--- src/rtl/rbp_pkg.sv ---
// shared types and constants for the beam pose pipeline
`default_nettype none
package rbp_pkg;

   localparam int COORD_W = 24;
   localparam int DIFF_W = 25;
   localparam int SQ_W = 48;
   localparam int SUM_W = 50;
   localparam int LEN_W = 25;
   localparam int ROT_FRAC = 15;
   localparam int UNIT_Q_W = 16;
   localparam int UNIT_NUM_W = LEN_W + UNIT_Q_W;
   localparam int UNIT_W = 17;
   localparam int W_ARG_W = 32;
   localparam int W_W = 16;
   localparam int RDEN_W = 17;
   localparam int ROT_Q_W = 15;
   localparam int ROT_NUM_W = RDEN_W + ROT_Q_W;
   localparam int POLE_W = 15;
   localparam int MINLEN_W = 16;
   localparam int PROD_W = POLE_W + LEN_W;

   localparam logic [MINLEN_W-1:0] MIN_LENGTH_RESET = 16'd655;
   localparam logic [POLE_W-1:0] POLE_LIMIT_RESET = 15'd32764;
   localparam logic [ROT_FRAC-1:0] ROT_ONE_MAX = 15'h7fff;
   localparam logic [COORD_W-1:0] LEN_SAT = 24'hffffff;

   typedef enum logic {
      CSR_MIN_LENGTH,
      CSR_POLE_LIMIT
   } csr_index_type;

   typedef enum logic [1:0] {
      MODE_NORMAL,
      MODE_UP,
      MODE_DOWN
   } mode_type;

   typedef struct packed {
      logic hand;
      logic visible;
      logic signed [COORD_W-1:0] origin_x;
      logic signed [COORD_W-1:0] origin_y;
      logic signed [COORD_W-1:0] origin_z;
      logic signed [COORD_W-1:0] end_x;
      logic signed [COORD_W-1:0] end_y;
      logic signed [COORD_W-1:0] end_z;
   } req_type;

   typedef struct packed {
      logic beam_hand;
      logic [COORD_W-1:0] quad_length;
      logic signed [15:0] rot_x;
      logic signed [15:0] rot_z;
      logic [14:0] rot_w;
      logic signed [COORD_W-1:0] mid_x;
      logic signed [COORD_W-1:0] mid_y;
      logic signed [COORD_W-1:0] mid_z;
   } rsp_type;

   typedef struct packed {
      logic hand;
      logic signed [COORD_W-1:0] mid_x;
      logic signed [COORD_W-1:0] mid_y;
      logic signed [COORD_W-1:0] mid_z;
      logic signed [DIFF_W-1:0] dx;
      logic signed [DIFF_W-1:0] dy;
      logic signed [DIFF_W-1:0] dz;
   } beam_tag_type;

   typedef struct packed {
      logic hand;
      logic [COORD_W-1:0] length;
      mode_type mode;
      logic signed [COORD_W-1:0] mid_x;
      logic signed [COORD_W-1:0] mid_y;
      logic signed [COORD_W-1:0] mid_z;
   } pose_tag_type;

   typedef struct packed {
      pose_tag_type pose;
      logic signed [UNIT_W-1:0] ux;
      logic signed [UNIT_W-1:0] uz;
   } unit_tag_type;

   typedef struct packed {
      pose_tag_type pose;
      logic [W_W-1:0] w;
      logic neg_x;
      logic sat_x;
      logic sat_z;
   } rot_tag_type;

endpackage
`default_nettype wire

--- src/rtl/rbp_div.sv ---
// pipelined unsigned restoring divider, one quotient bit per stage
`default_nettype none
module rbp_div
   import rbp_pkg::*;
#(
   parameter int DEN_W = 25,
   parameter int Q_W = 16,
   parameter int TAG_W = 1
) (
   input  wire logic                   clock,
   input  wire logic                   reset,
   input  wire logic                   en,
   input  wire logic                   in_valid,
   input  wire logic [DEN_W+Q_W-1:0]   in_num,
   input  wire logic [DEN_W-1:0]       in_den,
   input  wire logic [TAG_W-1:0]       in_tag,
   output logic                        out_valid,
   output logic [Q_W-1:0]              out_quo,
   output logic [TAG_W-1:0]            out_tag
);

   localparam int NUM_W = DEN_W + Q_W;

   logic             valid_ff [1:Q_W];
   logic [Q_W-1:0]   q_ff     [1:Q_W];
   logic [TAG_W-1:0] tag_ff   [1:Q_W];
   logic [Q_W-1:0]   lo_ff    [1:Q_W-1];
   logic [DEN_W-1:0] rem_ff   [1:Q_W-1];
   logic [DEN_W-1:0] den_ff   [1:Q_W-1];

   for (genvar k = 0; k < Q_W; k++) begin : g_stage
      logic             valid_cur;
      logic [Q_W-1:0]   q_cur;
      logic [TAG_W-1:0] tag_cur;
      logic [Q_W-1:0]   lo_cur;
      logic [DEN_W-1:0] rem_cur;
      logic [DEN_W-1:0] den_cur;
      logic [DEN_W:0]   rem_sh;
      logic             take;

      if (k == 0) begin : g_first
         assign valid_cur = in_valid;
         assign q_cur = '0;
         assign tag_cur = in_tag;
         assign lo_cur = in_num[Q_W-1:0];
         assign rem_cur = in_num[NUM_W-1:Q_W];
         assign den_cur = in_den;
      end else begin : g_next
         assign valid_cur = valid_ff[k];
         assign q_cur = q_ff[k];
         assign tag_cur = tag_ff[k];
         assign lo_cur = lo_ff[k];
         assign rem_cur = rem_ff[k];
         assign den_cur = den_ff[k];
      end

      assign rem_sh = {rem_cur, lo_cur[Q_W-1]};
      assign take = (rem_sh >= {1'b0, den_cur});

      always_ff @(posedge clock) begin
         if (reset) begin
            valid_ff[k+1] <= 1'b0;
         end else if (en) begin
            valid_ff[k+1] <= valid_cur;
         end
      end

      always_ff @(posedge clock) begin
         if (en) begin
            q_ff[k+1] <= {q_cur[Q_W-2:0], take};
            tag_ff[k+1] <= tag_cur;
         end
      end

      if (k < Q_W - 1) begin : g_carry
         always_ff @(posedge clock) begin
            if (en) begin
               lo_ff[k+1] <= lo_cur << 1;
               rem_ff[k+1] <= take ? DEN_W'(rem_sh - {1'b0, den_cur}) : DEN_W'(rem_sh);
               den_ff[k+1] <= den_cur;
            end
         end
      end
   end

   assign out_valid = valid_ff[Q_W];
   assign out_quo = q_ff[Q_W];
   assign out_tag = tag_ff[Q_W];

endmodule
`default_nettype wire

--- config.mk ---
export PLATFORM = sky130hd
export DESIGN_NAME = rbp_div
export DESIGN_NICKNAME = d
export VERILOG_FILES = /design/src/rtl/rbp_pkg.sv /design/src/rtl/rbp_div.sv
export SDC_FILE = /design/constraint.sdc
export NUM_CORES = 2
export LEC_CHECK = 0
export ABC_AREA = 1
export BUFFER_PORTS_ARGS = -buffer_cell sky130_fd_sc_hd__buf_2
export CORE_ASPECT_RATIO = 1.4
export CORE_UTILIZATION = 45
export CTS_CLUSTER_SIZE = 10
export DETAILED_ROUTE_END_ITERATION = 8
export GPL_TIMING_DRIVEN = 1
export HOLD_SLACK_MARGIN = 0.02
export PLACE_DENSITY = 0.67
export SETUP_SLACK_MARGIN = 0.15
export SYNTH_ARGS = -nofsm -noshare
export SYNTH_HDL_FRONTEND = slang
export SYNTH_SLANG_ARGS = --single-unit
--- constraint.sdc ---
create_clock -name clock -period 4.6 [get_ports clock]
set_clock_uncertainty 0.1 [all_clocks]
set_input_delay 0.92 -clock clock [delete_from_list [all_inputs] [get_ports clock]]
set_output_delay 0.92 -clock clock [all_outputs]
set_load 0.05 [all_outputs]
==> impl_metrics.ini <==
[sta]
fin_setup_tns_ns = 0
fin_crit_ns = 3.41
hold_viol = 0
finalCritPeriodShare_pct = 74.1
setup_viol = 0
drv_slew = 0
slew_headroom_pct = 51.1
worst_pin_slew_ns = 0.733
grt_setup_unrepaired = false
fmax_mhz = 293

[layout]
multi_input_area_mm2 = 0.0297
regArea_mm2 = 0.0312
fin_util_pct = 49.3
syn_to_final_growth_pct = 8.74
final_common_cell = nand2_1
drive_above_1_share_pct = 4.73
fin_nets = 9453
mostFrequentLayoutCells = nand2_1 (3,512), inv_1 (1,830), edfxtp_1 (1,038), nand4_1 (496), nor2_1 (481)
final.fill_count = 14800

[global_routing]
grt_max_degree = 115
grt_pass1_vias = 55200
antenna_found_initial = 4
grt_pass1_wl_um = 316000
gr-total-overflow = 0
grtUsageTotal_pct = 26.9

[clock_tree]
clk_latency_ns = 0.78
cts_setup_buffers = 0
clkSinkCount = 1038
cts-htree-levels = 3
clk_pin_slew_worst_paths_ns = 0.06
clockBufferDepth = 3
cts_resized = 0
hold_buffers = 0
cts_made_buffers = 120
cts_tree = built
clock-root-buffer = clkbuf_16

[power_and_ir_drop]
leakagePower_nw = 38.4
ir_drop_uv = 340
power_density_mw_per_mm2 = 630

[worst_setup_path]
required_ns = 5.12
path_class = flip-flop to flip-flop
arrival_ns = 3.92
start_kind = flip-flop
path_buf_inv = 2
cp_slowest_cell = nand3_4
cp_max_fo = 26
crit_family = simple AND/OR/NAND/NOR gates
max_stage_delay_ns = 0.71
cp-end-kind = flip-flop
crit_chain = inv_1 -> ha_1 -> nand2_1 -> nor2_1 -> inv_1 -> nor3_1 -> nand3_2 -> nand3_4 -> nand2_2 -> nand2_1

[logic_synthesis]
yosys.area.top_type = edfxtp_1
synth_cell_type_count = 37
syn_avg_cell_area_um2 = 7.77
synth_top_area_share_pct = 45.4
ys_top_cells_by_area = edfxtp_1 (45%), nand2_1 (19%), inv_1 (10%)
synth_area_mm2 = 0.0686
syn_nets = 9320
ys_warn_count = 0
ys_ff_latch = 1038
synth_seq_area_share_pct = 45.4
synthCells = 8834

[floorplan]
die-area_mm2 = 0.154
io-pin-count = 89
start_util_pct = 45.3
dieWidth_um = 332
rows = 169
die_h_um = 464
core_area_mm2 = 0.151

[drt]
drc_errors = 0
viasPerCell = 5.11
drt_first_iter_violations = 4091
drtPass1Iterations = 8
wire_per_inst_um = 19.1
ant_nets = 0
vias = 56100
finalWirelength_um = 209000

[job]
maxCapViolations = 0

[placed_design]
routabilityCongestion = 0.975
dp_hpwl_um = 167000
portBuffers = 88

[hold_path]
worst_hold_path_type = primary input to flip-flop

[run_status]
status = complete, no violations
synthesized netlist by cell type:
cell type and count:
nand2_1 3512, inv_1 1830, edfxtp_1 1038, nand4_1 496, nor2_1 481, ha_1 400
nand3_1 327, xor2_1 174, a21oi_1 163, buf_2 86, buf_6 29, nor3_1 29
and2_1 28, nor2_2 28, nand3_4 27, nand3b_1 27, nand2_2 24, or2_2 17
a21oi_4 15, fa_1 15, o21a_1 15, nand3_2 13, nor3_4 12, or2_1 12
inv_2 10, nor3_2 7, clkbuf_1 5, o21ai_0 3, nand4_4 2, o21bai_1 2
buf_8 1, nor3b_1 1, nor3b_2 1, nor4_1 1, o2111ai_1 1, o211ai_1 1
o31ai_1 1
registers in the layout, indices dropped and copies added (netlist names):
signal,flops
rem_ff,375
den_ff,375
q_ff,136
lo_ff,120
valid_ff,16
tag_ff,16
metrics by stage:
| step | setup slack [ns] | cells | instance area (um^2) | hold WS, ns | power [W] |
|---|---|---|---|---|---|
| finish | 1.19 | 11000 | 74600 | 0.233 | 0.0470 |
| global route | 0.992 | 11000 | 74600 | 0.217 | 0.0506 |
| CTS | 1.29 | 11000 | 74600 | 0.172 | 0.0471 |
| detailed placement | 1.03 | 10800 | 71200 | 0.305 | 0.0383 |
| global placement | 1.03 | 10800 | 71200 | 0.300 | 0.0381 |
| floorplan | 1.93 | 8834 | 68600 | 0.300 | 0.0312 |
routing by layer:
layer	GRT usage, %	up-vias	wire (um)
met5	0	-	23
met4	19.5	4	16700
met3	2.87	590	7630
met2	50.6	1584	110000
met1	27.5	25700	75400
li1	-	28200	-
final timing paths:
kind,from,end,slack (ns),cells past startpoint
hold / removal,in_num[14],lo_ff[0][29],0.23,1
hold reg to reg,lo_ff[0][163],lo_ff[0][179],0.30,0
setup / recovery,den_ff[1][31],rem_ff[0][165],1.19,10
setup reg to reg,den_ff[1][31],rem_ff[0][165],1.19,10
cells by family after synthesis:
| group | Yosys count | synth area share [%] |
|---|---|---|
| AOI/OAI and AO/OA | 201 | 1.79 |
| DFF | 1038 | 45.4 |
| and+or+nand+nor | 5045 | 31.6 |
| adders and majority gates | 415 | 7.73 |
| buffers and inverters | 1961 | 11.2 |
| xor gates and xnor gates | 174 | 2.22 |
report_power, final:
| group | internal (W) | leakage [nW] | switching (W) |
|---|---|---|---|
| combinational | 0.00728 | 26.6 | 0.0156 |
| clock | 0.00497 | 1.66 | 0.00371 |
| sequential | 0.0136 | 10.2 | 0.00183 |
cell type report:
cell class | instances | share of cell area [%]
repair buffers | 132 | 1.25
inverters | 1840 | 9.26
clock inverters | 22 | 0.397
well taps | 1966 | 3.30
flip-flops and latches | 1038 | 41.8
clock buffers | 134 | 4.15
multi-input cells | 5835 | 39.9
diodes | 1 | 0.00335
Power figures use the tool's default switching activity.
