File: src/rtl/rbp_pkg.sv
// shared types and constants for the beam pose pipeline
`default_nettype none
package rbp_pkg;

   localparam int COORD_W = 24;
   localparam int DIFF_W = 25;
   localparam int SQ_W = 48;
   localparam int SUM_W = 50;
   localparam int LEN_W = 25;
   localparam int ROT_FRAC = 15;
   localparam int UNIT_Q_W = 16;
   localparam int UNIT_NUM_W = LEN_W + UNIT_Q_W;
   localparam int UNIT_W = 17;
   localparam int W_ARG_W = 32;
   localparam int W_W = 16;
   localparam int RDEN_W = 17;
   localparam int ROT_Q_W = 15;
   localparam int ROT_NUM_W = RDEN_W + ROT_Q_W;
   localparam int POLE_W = 15;
   localparam int MINLEN_W = 16;
   localparam int PROD_W = POLE_W + LEN_W;

   localparam logic [MINLEN_W-1:0] MIN_LENGTH_RESET = 16'd655;
   localparam logic [POLE_W-1:0] POLE_LIMIT_RESET = 15'd32764;
   localparam logic [ROT_FRAC-1:0] ROT_ONE_MAX = 15'h7fff;
   localparam logic [COORD_W-1:0] LEN_SAT = 24'hffffff;

   typedef enum logic {
      CSR_MIN_LENGTH,
      CSR_POLE_LIMIT
   } csr_index_type;

   typedef enum logic [1:0] {
      MODE_NORMAL,
      MODE_UP,
      MODE_DOWN
   } mode_type;

   typedef struct packed {
      logic hand;
      logic visible;
      logic signed [COORD_W-1:0] origin_x;
      logic signed [COORD_W-1:0] origin_y;
      logic signed [COORD_W-1:0] origin_z;
      logic signed [COORD_W-1:0] end_x;
      logic signed [COORD_W-1:0] end_y;
      logic signed [COORD_W-1:0] end_z;
   } req_type;

   typedef struct packed {
      logic beam_hand;
      logic [COORD_W-1:0] quad_length;
      logic signed [15:0] rot_x;
      logic signed [15:0] rot_z;
      logic [14:0] rot_w;
      logic signed [COORD_W-1:0] mid_x;
      logic signed [COORD_W-1:0] mid_y;
      logic signed [COORD_W-1:0] mid_z;
   } rsp_type;

   typedef struct packed {
      logic hand;
      logic signed [COORD_W-1:0] mid_x;
      logic signed [COORD_W-1:0] mid_y;
      logic signed [COORD_W-1:0] mid_z;
      logic signed [DIFF_W-1:0] dx;
      logic signed [DIFF_W-1:0] dy;
      logic signed [DIFF_W-1:0] dz;
   } beam_tag_type;

   typedef struct packed {
      logic hand;
      logic [COORD_W-1:0] length;
      mode_type mode;
      logic signed [COORD_W-1:0] mid_x;
      logic signed [COORD_W-1:0] mid_y;
      logic signed [COORD_W-1:0] mid_z;
   } pose_tag_type;

   typedef struct packed {
      pose_tag_type pose;
      logic signed [UNIT_W-1:0] ux;
      logic signed [UNIT_W-1:0] uz;
   } unit_tag_type;

   typedef struct packed {
      pose_tag_type pose;
      logic [W_W-1:0] w;
      logic neg_x;
      logic sat_x;
      logic sat_z;
   } rot_tag_type;

endpackage
`default_nettype wire

File: src/rtl/rbp_sqrt.sv
// pipelined integer square root, one root bit per stage
`default_nettype none
module rbp_sqrt
   import rbp_pkg::*;
#(
   parameter int IN_W = 50,
   parameter int TAG_W = 1
) (
   input  wire logic               clock,
   input  wire logic               reset,
   input  wire logic               en,
   input  wire logic               in_valid,
   input  wire logic [IN_W-1:0]    in_radicand,
   input  wire logic [TAG_W-1:0]   in_tag,
   output logic                    out_valid,
   output logic [IN_W/2-1:0]       out_root,
   output logic [TAG_W-1:0]        out_tag
);

   localparam int ROOT_W = IN_W / 2;
   localparam int STAGES = ROOT_W;
   localparam int REM_W = ROOT_W + 2;

   logic              valid_ff [1:STAGES];
   logic [ROOT_W-1:0] root_ff  [1:STAGES];
   logic [TAG_W-1:0]  tag_ff   [1:STAGES];
   logic [IN_W-1:0]   v_ff     [1:STAGES-1];
   logic [REM_W-1:0]  rem_ff   [1:STAGES-1];

   for (genvar k = 0; k < STAGES; k++) begin : g_stage
      logic              valid_cur;
      logic [ROOT_W-1:0] root_cur;
      logic [TAG_W-1:0]  tag_cur;
      logic [IN_W-1:0]   v_cur;
      logic [REM_W-1:0]  rem_cur;
      logic [REM_W+1:0]  rem_sh;
      logic [REM_W+1:0]  trial;
      logic              take;

      if (k == 0) begin : g_first
         assign valid_cur = in_valid;
         assign root_cur = '0;
         assign tag_cur = in_tag;
         assign v_cur = in_radicand;
         assign rem_cur = '0;
      end else begin : g_next
         assign valid_cur = valid_ff[k];
         assign root_cur = root_ff[k];
         assign tag_cur = tag_ff[k];
         assign v_cur = v_ff[k];
         assign rem_cur = rem_ff[k];
      end

      assign rem_sh = {rem_cur, v_cur[IN_W-1 -: 2]};
      assign trial = {2'b00, root_cur, 2'b01};
      assign take = (rem_sh >= trial);

      always_ff @(posedge clock) begin
         if (reset) begin
            valid_ff[k+1] <= 1'b0;
         end else if (en) begin
            valid_ff[k+1] <= valid_cur;
         end
      end

      always_ff @(posedge clock) begin
         if (en) begin
            root_ff[k+1] <= {root_cur[ROOT_W-2:0], take};
            tag_ff[k+1] <= tag_cur;
         end
      end

      if (k < STAGES - 1) begin : g_carry
         always_ff @(posedge clock) begin
            if (en) begin
               v_ff[k+1] <= v_cur << 2;
               rem_ff[k+1] <= take ? REM_W'(rem_sh - trial) : REM_W'(rem_sh);
            end
         end
      end
   end

   assign out_valid = valid_ff[STAGES];
   assign out_root = root_ff[STAGES];
   assign out_tag = tag_ff[STAGES];

endmodule
`default_nettype wire

File: config.mk
export PLATFORM = sky130hd
export DESIGN_NAME = rbp_sqrt
export DESIGN_NICKNAME = d
export VERILOG_FILES = /design/src/rtl/rbp_pkg.sv /design/src/rtl/rbp_sqrt.sv
export SDC_FILE = /design/constraint.sdc
export NUM_CORES = 2
export LEC_CHECK = 0
export BUFFER_PORTS_ARGS = -buffer_cell sky130_fd_sc_hd__buf_2
export CORE_MARGIN = 2
export CORE_UTILIZATION = 68
export CTS_BUF_LIST = sky130_fd_sc_hd__clkbuf_16
export DETAILED_ROUTE_END_ITERATION = 8
export GPL_ROUTABILITY_DRIVEN = 0
export PLACE_DENSITY = 0.92
export SLEW_MARGIN = 20
export SYNTH_ARGS = -nofsm -noshare
export SYNTH_HDL_FRONTEND = slang
export SYNTH_SLANG_ARGS = --single-unit
File: constraint.sdc
create_clock -name clock -period 5.5 [get_ports clock]
set_input_delay 0.55 -clock clock [delete_from_list [all_inputs] [get_ports clock]]
set_output_delay 0.55 -clock clock [all_outputs]
set_load 0.1 [all_outputs]
==> impl_metrics.ini <==
[run_status]
status = finished, violations left
violations = design-rule violations

[grt]
grt_pass1_vias = 44900
antenna_found_initial = 5
grt_pass1_wl_um = 234000
grt_use_total_pct = 27.3
grt_overflow = 0
grt_max_degree = 187

[drt]
vias = 45400
maxUsedRoutingLayer = met5
wl_per_cell_um = 20.7
first_pass_iters = 9
drt-initial-drc-count = 5078
drt_wl_total_um = 149000
post-route-drc-count = 5
met2_length_um = 75200
wl_met1_um = 54000
ant_nets = 0
route.met3.wl_um = 12400
drt-vias-per-instance = 6.32

[die]
core_area_mm2 = 0.105
die_w_um = 330
die_area_mm2 = 0.109
initial_core_util_pct = 68.7
placement_rows = 119
io_pins = 82
dieHeight_um = 330

[pwr]
pwr_density_cell_mw_per_mm2 = 401
p_leak_nw = 31.0
power_mw = 32.1
ir_drop_mv = 0.329

[finish]
instances_no_fill = 7189
drive_above_1_share_pct = 8.19
nets = 6081
syn_to_final_growth_pct = 10.6
insertedDiodeCount = 0

[setup_path]
cp.required_ps = 5990
start_kind = register
critPathCaptureType = register
crit_type = reg2reg
critical_path.max_fanout = 22
arrival_ps = 4900

[run]
cap_viol_max_count = 0

[timing]
tightest_slew_ps = 1050
setup_viol = 0
drv_slew = 0
finClkSkew_ps = 28.4
relSlewSlack_pct = 29.9
rsz0062_at_grt = no
fmax_mhz = 227
tns_ps = 0
finalCritPeriodShare_pct = 80.1
hold_violations = 0
layout_min_cycle_time_ps = 4410

[placed_design]
placedCellCount = 6858
dp_hpwl_um = 93500
port_buffers = 81

[logic_synthesis]
ys_ff_latch = 1586
synth_edf_count = 1586
syn_inst = 5443
syn_nets = 5850
synth_area_leader_cell = edfxtp_1
synth.top_cell.area_share_pct = 65.8
synth-main-ff-cell = edfxtp_1
synth_warnings = 0
netlist_area_mm2 = 0.0724
seq_area_frac_synth_pct = 65.8
synthTopCellsByArea = edfxtp_1 (66%), ha_1 (6.1%), xnor2_1 (3.0%), xor2_1 (3.0%), a21oi_1 (2.4%)
async_reset_ff_share_pct = 0
yosysUniqueCellTypes = 85
synth.avg_cell_area_um2 = 13.3

[cts]
ctsRootBufferMaster = clkbuf_16
postCtsSetupBuffers = 0
cts_resized = 0
cts_tree = yes
cts_made_buffers = 156
clock_path_buffers = 3
h-tree-depth = 4
cts.clk_slew.worst_paths_ps = 70
clock-sinks = 1586
insertion_delay_ps = 780

[worst_hold_path]
hp-class = in2reg
[critical path, cell delays in order, from the launching register on]
cell and delay [ps]:
edfxtp_1 350, inv_1 60, ha_1 250, or3_1 400, o22ai_1 380, o211ai_1 250, o31ai_2 380, o211ai_1 140
or2_2 350, nor3_2 560, inv_2 370, nand2b_1 340, nor4_1 140, xor2_1 180
[Yosys cell counts, drive strengths merged (5+ instances only)]
master / number
buf: 15
a31o: 11
a21o: 113
and2: 36
nor2b: 46
mux2i: 5
or2: 40
xnor2: 250
o22ai: 9
or3: 57
edfxtp: 1586
o211ai: 18
nand2b: 55
and3: 33
mux2: 68
nand4b: 14
o31ai: 31
a221oi: 5
a21boi: 14
nor2: 363
a211o: 8
nand2: 327
nor3b: 6
or4: 37
a31oi: 32
nor4b: 16
nand4: 58
o21bai: 16
nand3: 86
a21oi: 344
o31a: 9
a311oi: 6
a211oi: 20
xor2: 248
o21ai: 236
clkbuf: 73
nor3: 139
o2111ai: 14
ha: 352
inv: 429
nand3b: 15
nor4: 77
o21a: 75
o41ai: 7
o211a: 5
[flip-flops by register name (all words and copies together), names as in the netlist]
name      flops
rem_ff      611
root_ff     325
valid_ff     25
tag_ff       25
v_ff        600
[kinds of logic (layout without fill, tap and decap cells)]
logic type / Yosys count / in the layout / share of synthesized area, %
AOI/OAI and AO/OA: 1003 / 1003 / 8.56
and+or+nand+nor: 1411 / 1411 / 9.73
other: 1 / 1 / 0.00518
muxes: 73 / 73 / 1.13
adders and majority gates: 352 / 352 / 6.08
DFF: 1586 / 1586 / 65.8
buffers and inverters: 519 / 874 / 2.71
xor gates and xnor gates: 498 / 498 / 6.02
[where the power goes]
part,switching (mW),internal (mW)
Combinational,3.28,2.36
Sequential,0.936,15.1
Clock,4.54,5.88
Total,8.76,23.3
[layer usage]
layer  track usage, %  vias to the layer above
met3             4.99                      582
met5                0                        -
li1                 -                    20600
met4             13.1                        8
met1             33.0                    21700
met2             47.6                     2590
[final timing paths]
kind | cells after the start | startpoint | slack [ps] | end
max | 13 | root_ff[0][302] | 1090 | rem_ff[6][49]
min | 2 | in_radicand[49] | 90 | root_ff[0][25]
max reg2reg | 13 | root_ff[0][302] | 1090 | rem_ff[6][49]
min reg2reg | 0 | v_ff[0][716] | 410 | v_ff[0][766]
[layout by cell type (no fill, tap or decap), types with 157 or more instances in the layout]
cell type | netlist | layout
a21oi_1 | 344 | 343
clkbuf_16 | 0 | 157
edfxtp_1 | 1586 | 1586
ha_1 | 352 | 352
inv_1 | 428 | 463
nand2_1 | 326 | 326
nor2_1 | 363 | 363
o21ai_0 | 233 | 233
xnor2_1 | 250 | 250
xor2_1 | 248 | 248
[timing repair]
action | in CTS | in global routing
setup endpoints to repair | 0 | 0
hold buffers | 49 | 0
hold endpoints to repair | 49 | 0
[cell type report]
| cell class | count | area, µm² |
|---|---|---|
| Timing Repair Buffer | 161 | 1230 |
| Tap cell | 1391 | 1740 |
| Sequential cell | 1586 | 47600 |
| Multi-Input combinational cell | 3338 | 22900 |
| Clock buffer | 157 | 3930 |
| Fill cell | 5524 | 25300 |
| Clock inverter | 125 | 1070 |
| Inverter | 431 | 1620 |
[per-stage QoR]
step / hold WS, ps / cell area [µm²] / util (%) / setup slack [ps]
global placement: 400 / 74600 / 70.8 / 1630
detailed placement: 405 / 74600 / 70.8 / 1450
global route: 70.9 / 80100 / 76.0 / 899
CTS: 26.4 / 80100 / 76.0 / 1290
floorplan: 400 / 72400 / - / 2200
finish: 93.9 / 80100 / 76.0 / 1090
No activity file was read; power rests on OpenSTA's default activity.
